`src/assert_macros.svh`:
```
// Assertion macros for the files that check their own logic.
// Both macros sample on the rising edge of clk and are disabled while rst_n is low.
`ifndef ASSERT_MACROS_SVH
`define ASSERT_MACROS_SVH

`ifndef SYNTHESIS

`define ASSERT_CLK(lbl, prop) \
  lbl: assert property (@(posedge clk) disable iff (!rst_n) (prop)) \
    else $error("assertion failed");

`define ASSERT_NEVER(lbl, expr) \
  lbl: assert property (@(posedge clk) disable iff (!rst_n) !(expr)) \
    else $error("forbidden condition seen");

`else

`define ASSERT_CLK(lbl, prop)

`define ASSERT_NEVER(lbl, expr)

`endif

`endif

```
`src/tlbbt_pkg.sv`:
```
package tlbbt_pkg;

  localparam int MASK_BITS  = 64;
  localparam int BIT_W      = 6;
  localparam int BLOCK_W    = 13;
  localparam int FOUND_W    = 12;
  localparam int COUNT_W    = 13;
  localparam int MAX_LEAVES = (2 ** BLOCK_W) / MASK_BITS;

  typedef enum logic [1:0] {
    CMD_MARK    = 2'd0,
    CMD_RELEASE = 2'd1,
    CMD_QUERY   = 2'd2,
    CMD_FIND    = 2'd3
  } cmd_t;

  typedef struct packed {
    logic load_in;
    logic look;
    logic exec;
  } ctrl_cmd_t;

  typedef struct packed {
    logic out_busy;
  } dp_stat_t;

  typedef struct packed {
    logic               is_marked;
    logic [FOUND_W-1:0] found_block;
    logic               found_valid;
    logic               status;
    logic [COUNT_W-1:0] marked_count;
  } out_word_t;

endpackage

```
`src/tlbbt_ctrl.sv`:
```
module tlbbt_ctrl import tlbbt_pkg::*; (
  input  logic      clk,
  input  logic      rst_n,
  input  logic      in_valid,
  output logic      in_ready,
  input  dp_stat_t  stat,
  output ctrl_cmd_t cmd
);

  typedef enum logic [2:0] {
    S_IDLE = 3'b001,
    S_LOOK = 3'b010,
    S_EXEC = 3'b100
  } state_t;

  state_t state_r;
  state_t state_nxt;

  assign in_ready    = (state_r == S_IDLE);
  assign cmd.load_in = in_valid && (state_r == S_IDLE);
  assign cmd.look    = (state_r == S_LOOK);
  assign cmd.exec    = (state_r == S_EXEC) && !stat.out_busy;

  always_comb begin
    state_nxt = state_r;
    unique case (state_r)
      S_IDLE: begin
        if (in_valid) begin
          state_nxt = S_LOOK;
        end
      end
      S_LOOK: begin
        state_nxt = S_EXEC;
      end
      S_EXEC: begin
        if (!stat.out_busy) begin
          state_nxt = S_IDLE;
        end
      end
      default: begin
        state_nxt = S_IDLE;
      end
    endcase
  end

  always_ff @(posedge clk) begin
    if (!rst_n) begin
      state_r <= S_IDLE;
    end else begin
      state_r <= state_nxt;
    end
  end

endmodule

```
`config.mk`:
```
export PLATFORM = sky130hd
export DESIGN_NAME = tlbbt_ctrl
export DESIGN_NICKNAME = d
export VERILOG_FILES = /design/src/assert_macros.svh /design/src/tlbbt_pkg.sv /design/src/tlbbt_ctrl.sv
export SDC_FILE = /design/constraint.sdc
export NUM_CORES = 1
export LEC_CHECK = 0
export BUFFER_PORTS_ARGS = -buffer_cell sky130_fd_sc_hd__buf_2
export CAP_MARGIN = 20
export CELL_PAD_IN_SITES_DETAIL_PLACEMENT = 0
export CELL_PAD_IN_SITES_GLOBAL_PLACEMENT = 2
export CORE_AREA = 2 2 39 41
export CTS_BUF_LIST = sky130_fd_sc_hd__clkbuf_2
export DETAILED_ROUTE_END_ITERATION = 8
export DIE_AREA = 0 0 41 43
export GPL_ROUTABILITY_DRIVEN = 0
export HOLD_SLACK_MARGIN = 0.05
export PLACE_DENSITY = 0.55
export SETUP_SLACK_MARGIN = 0.5
export SLEW_MARGIN = 20
export SYNTH_ARGS = -nofsm -noshare
export SYNTH_HDL_FRONTEND = slang
export SYNTH_SLANG_ARGS = --single-unit
```
`constraint.sdc`:
```
create_clock -name clk -period 1.73 [get_ports clk]
set_input_delay 0.0865 -clock clk [delete_from_list [all_inputs] [get_ports clk]]
set_output_delay 0.0865 -clock clk [all_outputs]
set_load 0.1 [all_outputs]
```
==> results.md, run 1 <==
- Outcome: complete, no violations
- Post-route cell area: 299 µm²
- Crit. End Element: output pin
- Die area: 1760 µm²
- First-pass GRT wire length: 648 µm
- Antenna cells: 0
- Mapped cell area: 165 µm²
- # Max-Cap Violations: 0
- Drc violations: 0
- Total power: 261 µW
- Final setup vio count: 0
- RSZ-0062 raised after global routing: yes
- Initial Utilization: 0.119
- Total gr overflow: 0
- LEAKAGE: 0.000114 µW
- Cell family with most CP delay: flip-flops
- Number of port buffers: 7
- Nets: 31
- Skew-Pair Late Insertion Delay: 0.21 ns
- Max_slew headroom: 0.808
- Syn Area/Cell: 11.0 µm²
- DRT Wirelength: 404 µm
- Clock Path Buffers: 2
- Seq cells post-synth: 3
- Buf+Inv Stages, Crit Path: 1
- Syn. warnings: 0
- Syn_nets: 19
- Sinks on the clock net: 3
- Non-filler cells, final: 42
- Final hold vios: 0
- Total CTS buffers: 3
- Max FFs per register: 3
- Pin count of the biggest net entering global routing: 8
- Post-Place Cell Area: 236 µm²
- Antenna violations before repair: 0
- Hold crit path type: input pin to register
- Hold Buf Count CTS: 0
- Fill count: 157
- Iteration-0 DRC Markers: 2
- Core Box Area: 1380 µm²
- Fmax: 790 MHz
- CP startpoint kind: register
- Die width: 41 µm
- Vias in the first global route: 147
- Kind of critical path: register to output pin
- DP Wirelength: 267 µm
- Slew Limit Fails: 0
- WHS: 0.0744 ns
- Vias per std cell: 3.67
- PD cells: 873 nW/µm²
- Unique masters post-synth: 11
- Drt wl/cell: 9.62 µm
- CTS Root Cell: clkbuf_2
- Commonest cells after routing, fill and taps aside: clkbuf_2, buf_6, buf_2
- Most flops, register: state_r
- Clock skew: 0.000397 ns
- Critical-path top delay cell: dfxtp_4
- Final core occ: 0.216
- Arr. time, crit path: 1.18 ns
- VDD IR-drop max: 0.000196 V
- CTS tree: built
- Die height: 43 µm
- Seq/Total Area, Yosys: 0.364
- CP Max Fanout: 7
- Share of cells above drive strength 1: 0.731
- Drt pass-1 iters: 2
- Final ANT Viol Nets: 0
- Synth Instances: 15
- Biggest regs: state_r: 3 flops
- CTS clk-pin slew, worst paths: 0.04 ns
- H-tree Lvls: 1
- Top Ports: 8
- Min Tclk post-route: 1.27 ns
- Critical Path RT: 1.64 ns
- CP Cell Sequence: nor4bb_4, buf_6
- Gr usage total: 0.0601
- Via count: 154
- Fin crit share: 0.732
- P&R area growth vs syn: 81.1%
- Slowest stage delay, CP: 0.37 ns
- Worst slew pin tran: 0.284 ns
- Row count: 14
- Cells after DPL: 37
## routing by layer
| metal | vias to the layer above | track usage | routed length (µm) |
|---|---|---|---|
| met5 | - | 0 | 0 |
| li1 | 77 | - | - |
| met1 | 68 | 0.0831 | 200 |
| met4 | 0 | 0.0400 | 10 |
| met3 | 2 | 0.0471 | 40 |
| met2 | 7 | 0.0594 | 152 |
## power breakdown
group / switching (µW) / internal (µW) / total, µW
logic: 52.2 / 28.2 / 80.4
clock network: 38.9 / 61.0 / 99.9
registers: 8.75 / 71.9 / 80.7
## cells in the mapped netlist
cell / n / share of area
dfxtp_1: 3 / 0.36
nand2b_1: 2 / 0.076
nor3b_1: 2 / 0.091
a21oi_1: 1 / 0.030
and2_1: 1 / 0.038
buf_4: 1 / 0.045
nand3b_1: 1 / 0.045
nor4b_1: 1 / 0.053
nor4bb_1: 1 / 0.061
nor4bb_4: 1 / 0.15
o31ai_1: 1 / 0.045
## path summary, 6_finish.rpt
path | start | to | slack (ns) | cells past startpoint
worst min-delay path | rst_n | state_r[0] | 0.07 | 2
worst max-delay path | state_r[1] | cmd[2] | 0.46 | 2
worst min register to register | state_r[1] | state_r[2] | 0.53 | 2
worst max register to register | state_r[1] | state_r[0] | 0.69 | 3
## logic make-up after synthesis
group                  synth area share
buffers and inverters            0.0455
and+or+nand+nor                   0.515
AOI/OAI and AO/OA                0.0757
DFF                               0.364
## stage by stage
step | setup TNS, ns | worst slack (ns)
2_1_floorplan | -0.109 | -0.0805
3_3_place_gp | 0 | 0.478
3_5_place_dp | 0 | 0.472
4_1_cts | 0 | 0.456
5_1_grt | 0 | 0.409
6_report | 0 | 0.464
## what timing repair did
item	in CTS	in global routing
setup endpoints to repair	4	4
setup buffers	1	0
resized for setup	8	3
pin swaps	1	1
hold endpoints to repair	0	0
## layout make-up
type / instances / area, µm² / area share
clock buffer: 4 / 20.0 / 0.0669
multi-input combinational: 11 / 123 / 0.410
sequential: 3 / 68.8 / 0.230
tap: 16 / 20.0 / 0.0669
timing repair buffer: 8 / 67.6 / 0.226
Note: power is estimated with default switching activity, not from simulation.
==> inputs of run 2 (changes only) <==
--- a/config.mk
+++ b/config.mk
@@ -5,6 +5,7 @@
 export SDC_FILE = /design/constraint.sdc
 export NUM_CORES = 1
 export LEC_CHECK = 0
+export ABC_AREA = 1
 export BUFFER_PORTS_ARGS = -buffer_cell sky130_fd_sc_hd__buf_2
 export CAP_MARGIN = 20
 export CELL_PAD_IN_SITES_DETAIL_PLACEMENT = 0
@@ -15,7 +16,7 @@
 export DIE_AREA = 0 0 41 43
 export GPL_ROUTABILITY_DRIVEN = 0
 export HOLD_SLACK_MARGIN = 0.05
-export PLACE_DENSITY = 0.55
+export PLACE_DENSITY = 0.59
 export SETUP_SLACK_MARGIN = 0.5
 export SLEW_MARGIN = 20
 export SYNTH_ARGS = -nofsm -noshare
==> constraint.sdc (replaced) <==
create_clock -name clk -period 1.32 [get_ports clk]
set_input_delay 0.066 -clock clk [delete_from_list [all_inputs] [get_ports clk]]
set_output_delay 0.066 -clock clk [all_outputs]
set_load 0.1 [all_outputs]
==> run 2 against run 1 <==
Utilization is 3.0 points higher. Power is 63% higher. Global-route usage is 1.1 points higher. First-iteration DRC count stayed put. Non-clock buffer count stayed put. Highest routed layer is now met3. Sequential share of layout area is 3.5 points lower. Register-to-register slack worse by 0.34 ns. Clock skew hardly changed. Synthesized cell count is 60% higher. Largest cell class is now buffers. Via count is 15% higher.
==> results.md, run 2 <==
- Outcome: complete, no violations
- CTS clk-pin slew, worst paths: 0.04 ns
- Fin crit share: 0.864
- DP Wirelength: 307 µm
- DRT Wirelength: 385 µm
- VDD IR-drop max: 0.000463 V
- Number of port buffers: 7
- Kind of critical path: register to output pin
- Hold crit path type: input pin to register
- Syn Area/Cell: 6.67 µm²
- Mapped cell area: 160 µm²
- Critical R2R Launch: state_r[1]
- Ys flop type: dfxtp_1
- Via count: 177
- WHS: 0.123 ns
- Net Sw Frac: 0.422
- Die height: 43 µm
- Top Ports: 8
- Top-count cell post-synth: inv_1
- Clock skew: 0.000141 ns
- Pin count of the biggest net entering global routing: 6
- Die area: 1760 µm²
- Reg2reg end: state_r[0]
- Crit. End Element: output pin
- Pre-CTS setup slack: 0.360 ns
- Syn. warnings: 0
- CP startpoint kind: register
- Comb pwr share: 0.436
- Syn_nets: 28
- RSZ-0062 raised after global routing: yes
- Clock group share of total power: 0.300
- Max FFs per register: 3
- Skew-Pair Late Insertion Delay: 0.20 ns
- LEAKAGE: 0.000158 µW
- Row count: 14
- Initial Utilization: 0.116
- Commonest cells post-synth: inv_1, nand3_1, dfxtp_1, nand2_1, nor2_1
- Min-delay src: rst_n
- CP Max Fanout: 4
- Unique masters post-synth: 10
- Switching pwr: 179 µW
- CTS tree: built
- Post-Place Cell Area: 299 µm²
- Seq cells post-synth: 3
- CTS Root Cell: clkbuf_2
- Drc violations: 0
- Hold path cells: 4
- Arr. time, crit path: 1.07 ns
- P_int: 245 µW
- Final ANT Viol Nets: 0
- PD cells: 1250 nW/µm²
- Synth top area cells: dfxtp_1, inv_1, nand3_1
- Final hold vios: 0
- Drt pass-1 iters: 3
- H-tree Lvls: 1
- Flop pwr share: 0.264
- Post-synth ARST share: 0
- Seq/Total Area, Yosys: 0.375
- Cell taking the most area after synthesis: dfxtp_1
- Worst reg2reg setup slack: 0.35 ns
- Most flops, register: state_r
- Non-filler cells, final: 51
- Min Tclk post-route: 1.14 ns
- P&R area growth vs syn: 112%
- Share of cells above drive strength 1: 0.686
- Clock Path Buffers: 2
- Max_slew headroom: 0.827
- Setup WS post-layout: 0.179 ns
- Commonest cells after routing, fill and taps aside: inv_1, clkbuf_2, buf_12
- Critical Path RT: 1.25 ns
- # Max-Cap Violations: 0
- Worst Hold Path EP: state_r[0]
- Total CTS buffers: 3
- Gr usage total: 0.0711
- Total gr overflow: 0
- Final setup vio count: 0
- Antenna cells: 0
- Die width: 41 µm
- Slew Limit Fails: 0
- Worst slew pin tran: 0.258 ns
- Iteration-0 DRC Markers: 2
- First-pass GRT wire length: 752 µm
- Top cell type's share of synthesized area: 0.375
- Cells after DPL: 46
- Vias per std cell: 3.47
- Sinks on the clock net: 3
- Number of synthesized flops with an enable pin: 0
- Antenna violations before repair: 0
- Nets: 40
- Biggest regs: state_r: 3 flops
- Fmax: 877 MHz
- Synth Instances: 24
- Setup TNS: 0 ns
- Fill count: 156
- Drt wl/cell: 7.55 µm
- Vias in the first global route: 200
- Reg2reg path depth: 5
- Post-route cell area: 340 µm²
- Core Box Area: 1380 µm²
run 2: cell count changes after synthesis, sizes merged:
cell | before | now
nor4bb | 2 | 0
nand3b | 1 | 0
and2 | 1 | 0
nor4 | 0 | 1
nor4b | 1 | 0
nand3 | 0 | 4
nand2 | 0 | 3
nand2b | 2 | 0
nor2 | 0 | 3
o31ai | 1 | 0
inv | 0 | 7
nor3b | 2 | 0
nor3 | 0 | 1
run 2: layout make-up:
class | instances | area (µm²) | share of cell area
timing repair buffer | 8 | 103 | 0.301
multi-input combinational | 13 | 101 | 0.298
sequential | 3 | 66.3 | 0.195
inverter | 7 | 30.0 | 0.0882
clock buffer | 4 | 20.0 | 0.0588
tap | 16 | 20.0 | 0.0588
run 2: repair_timing:
action	CTS	global route
hold buffers	0	0
endpoints found under the setup margin	5	7
setup buffers	1	0
pin swaps	3	0
resized for setup	5	0
run 2: power groups by stage:
stage / logic (µW) / clock network [µW] / registers (µW)
after floorplan: 123 / 0 / 111
after global placement: 176 / 0 / 113
after detailed placement: 176 / 0 / 113
after CTS: 186 / 137 / 112
after global routing: 194 / 146 / 113
final: 185 / 127 / 112
run 2: kinds of logic (layout without fill, tap and decap cells):
logic type | Yosys count | after routing | synth area share
AOI/OAI and AO/OA | 1 | 1 | 0.0312
buffers and inverters | 8 | 19 | 0.211
DFF | 3 | 3 | 0.375
and+or+nand+nor | 12 | 12 | 0.383
run 2: worst max path at each step:
| stage | start | cells after the start | to | slack [ns] |
|---|---|---|---|---|
| after global placement | state_r[1] | 4 | cmd[2] | 0.36 |
| after CTS | state_r[0] | 2 | cmd[0] | 0.15 |
| after global routing | state_r[0] | 2 | cmd[0] | 0.11 |
| after detailed placement | state_r[2] | 4 | cmd[2] | 0.36 |
| final | state_r[1] | 4 | cmd[2] | 0.18 |
| after floorplan | state_r[1] | 1 | cmd[0] | -0.18 |
run 2: per-layer routing:
metal  global-route usage  share of wire  vias to the layer above
met1               0.0732           0.42                       76
met3               0.0366          0.078                        0
li1                     -              -                       95
met4                0.100              0                        0
met2               0.0813           0.50                        6
met5                    0              0                        -
run 2: critical path: stages, from the launching register on:
cell and delay (ns):
dfxtp_4 0.36, nor2_4 0.11, nand2_2 0.10, nor2_4 0.12, buf_12 0.18
run 2: per-stage QoR:
step | total power [µW] | util
3_3_place_gp | 288 | 0.216
6_report | 424 | 0.246
5_1_grt | 453 | 0.246
4_1_cts | 435 | 0.246
3_5_place_dp | 289 | 0.216
2_1_floorplan | 234 | -
==> inputs of run 3 (changes only) <==
--- a/config.mk
+++ b/config.mk
@@ -11,7 +11,7 @@
 export CELL_PAD_IN_SITES_DETAIL_PLACEMENT = 0
 export CELL_PAD_IN_SITES_GLOBAL_PLACEMENT = 2
 export CORE_AREA = 2 2 39 41
-export CTS_BUF_LIST = sky130_fd_sc_hd__clkbuf_2
+export CTS_BUF_LIST = sky130_fd_sc_hd__clkbuf_16
 export DETAILED_ROUTE_END_ITERATION = 8
 export DIE_AREA = 0 0 41 43
 export GPL_ROUTABILITY_DRIVEN = 0
==> run 3 against run 2 <==
First-iteration DRC count is the same. Maximum frequency shrank 1.6%. Power is 81% higher. Clock skew increased by 0.00077 ns. Worst setup slack got worse by 0.019 ns. Critical path depth unchanged. Sequential share of layout area shrank 2.9 points. Die area unchanged. Wire length grew 8.1%. Final cell count unchanged. Sequential power hardly changed. Count of clock-buffer cells in the layout decreased by 1. Highest routed layer unchanged.
==> results.md, run 3 (same netlist as run 2, synthesis figures left out) <==
- Buf+Inv Stages, Crit Path: 1
- Hold crit path type: input pin to register
- Final ANT Viol Nets: 0
- PD cells: 1930 nW/µm²
- Reg2reg path depth: 5
- Crit. End Element: output pin
- Reg2reg end: state_r[0]
- CP Cell Sequence: nor2_4, nand2_2, nor2_4, buf_12
- Commonest cells after routing, fill and taps aside: inv_1, buf_12, nand3_1, clkbuf_16, buf_2
- Clock Path Buffers: 2
- P&R area growth vs syn: 149%
- Die area: 1760 µm²
- Cell family with most CP delay: flip-flops
- Worst Setup SP: state_r[1]
- # Max-Cap Violations: 0
- Pin count of the biggest net entering global routing: 6
- CP startpoint kind: register
- Die height: 43 µm
- Drt wl/cell: 8.16 µm
- Pre-CTS setup slack: 0.360 ns
- Critical R2R Launch: state_r[1]
- Critical Path RT: 1.25 ns
- Min Tclk post-route: 1.16 ns
- Most flops, register: state_r
- Die width: 41 µm
- Antenna violations before repair: 0
- Setup crit end: cmd[2]
- Drt pass-1 iters: 3
- Vias in the first global route: 207
- Biggest regs: state_r: 3 flops
- Via count: 173
- Iteration-0 DRC Markers: 2
- Total power: 770 µW
- Slowest stage delay, CP: 0.36 ns
- Top Ports: 8
- Skew-Pair Late Insertion Delay: 0.22 ns
- CTS clk-pin slew, worst paths: 0.03 ns
- Total gr overflow: 0
- LEAKAGE: 0.000184 µW
- Number of port buffers: 7
- Share of cells above drive strength 1: 0.657
- Final core occ: 0.288
- Critical-path top delay cell: dfxtp_4
- First-pass GRT wire length: 807 µm
- Clock skew: 0.000907 ns
- DRT Wirelength: 416 µm
- DP Wirelength: 307 µm
- Hold path cells: 4
- Setup TNS: 0 ns
- CP Max Fanout: 4
- Kind of critical path: register to output pin
- Hold Buf Count CTS: 0
- Most common cell after layout, fill and taps aside: inv_1
- Setup WS post-layout: 0.160 ns
- H-tree Lvls: 1
- Total CTS buffers: 3
- Gr usage total: 0.0802
- Vias per std cell: 3.39
- Final hold vios: 0
- Arr. time, crit path: 1.09 ns
- Initial Utilization: 0.116
- Antenna cells: 0
- Worst reg2reg setup slack: 0.34 ns
- CTS Root Cell: clkbuf_16
- Fmax: 862 MHz
- Nets: 40
- Post-Place Cell Area: 299 µm²
- Max_slew headroom: 0.827
- Core Box Area: 1380 µm²
- Slew Limit Fails: 0
- Fin crit share: 0.878
- Drc violations: 0
- VDD IR-drop max: 0.000528 V
- Worst slew pin tran: 0.258 ns
- Max FFs per register: 3
- Cell repeated most along the worst path: nor2_4
- Outcome: complete, no violations
- Critical path depth: 4
- Row count: 14
- CTS tree: built
- Final setup vio count: 0
- RSZ-0062 raised after global routing: yes
- Sinks on the clock net: 3
- Post-route cell area: 399 µm²
## run 3: area by class of cell
cell class / count / area [µm²]
Tap cell: 16 / 20.0
Inverter: 7 / 30.0
Clock inverter: 1 / 3.75
Sequential cell: 3 / 66.3
Timing Repair Buffer: 8 / 103
Clock buffer: 3 / 75.1
Fill cell: 152 / 985
Multi-Input combinational cell: 13 / 101
## run 3: what timing repair did
action	CTS	global route
gates resized for setup	5	0
setup buffers	1	0
pin swaps	3	0
endpoints found under the setup margin	5	6
## run 3: how the worst min path moves through the flow
| stage | start | endpoint | slack (ns) |
|---|---|---|---|
| after CTS | rst_n | state_r[0] | 0.10 |
| after floorplan | rst_n | state_r[1] | 0.21 |
| after detailed placement | rst_n | state_r[0] | 0.34 |
| after global routing | rst_n | state_r[1] | 0.12 |
| final | rst_n | state_r[0] | 0.11 |
| after global placement | rst_n | state_r[0] | 0.33 |
## run 3: stage by stage
stage                     hold slack [ns]  std cells
after floorplan                     0.210         24
after global placement              0.328         46
after detailed placement            0.338         46
after CTS                           0.104         51
after global routing                0.123         51
final                               0.106         51
## run 3: tightest hold or removal path, delay by kind of cell
kind,cells,cell delay (ns)
simple gates,2,0.09
buf+inv,2,0.13
## run 3: report_power, final
group	switching (µW)	internal (µW)	leakage [µW]
Sequential	13.4	99.3	0.0000256
Combinational	119	66.4	0.000116
Clock	81.6	390	0.0000423
## run 3: per-layer routing
layer / wire, µm / share of wire / track usage
met2: 205 / 0.49 / 0.0844
met4: 0 / 0 / 0.120
met3: 30 / 0.072 / 0.0524
met1: 180 / 0.43 / 0.0799
met5: 0 / 0 / 0
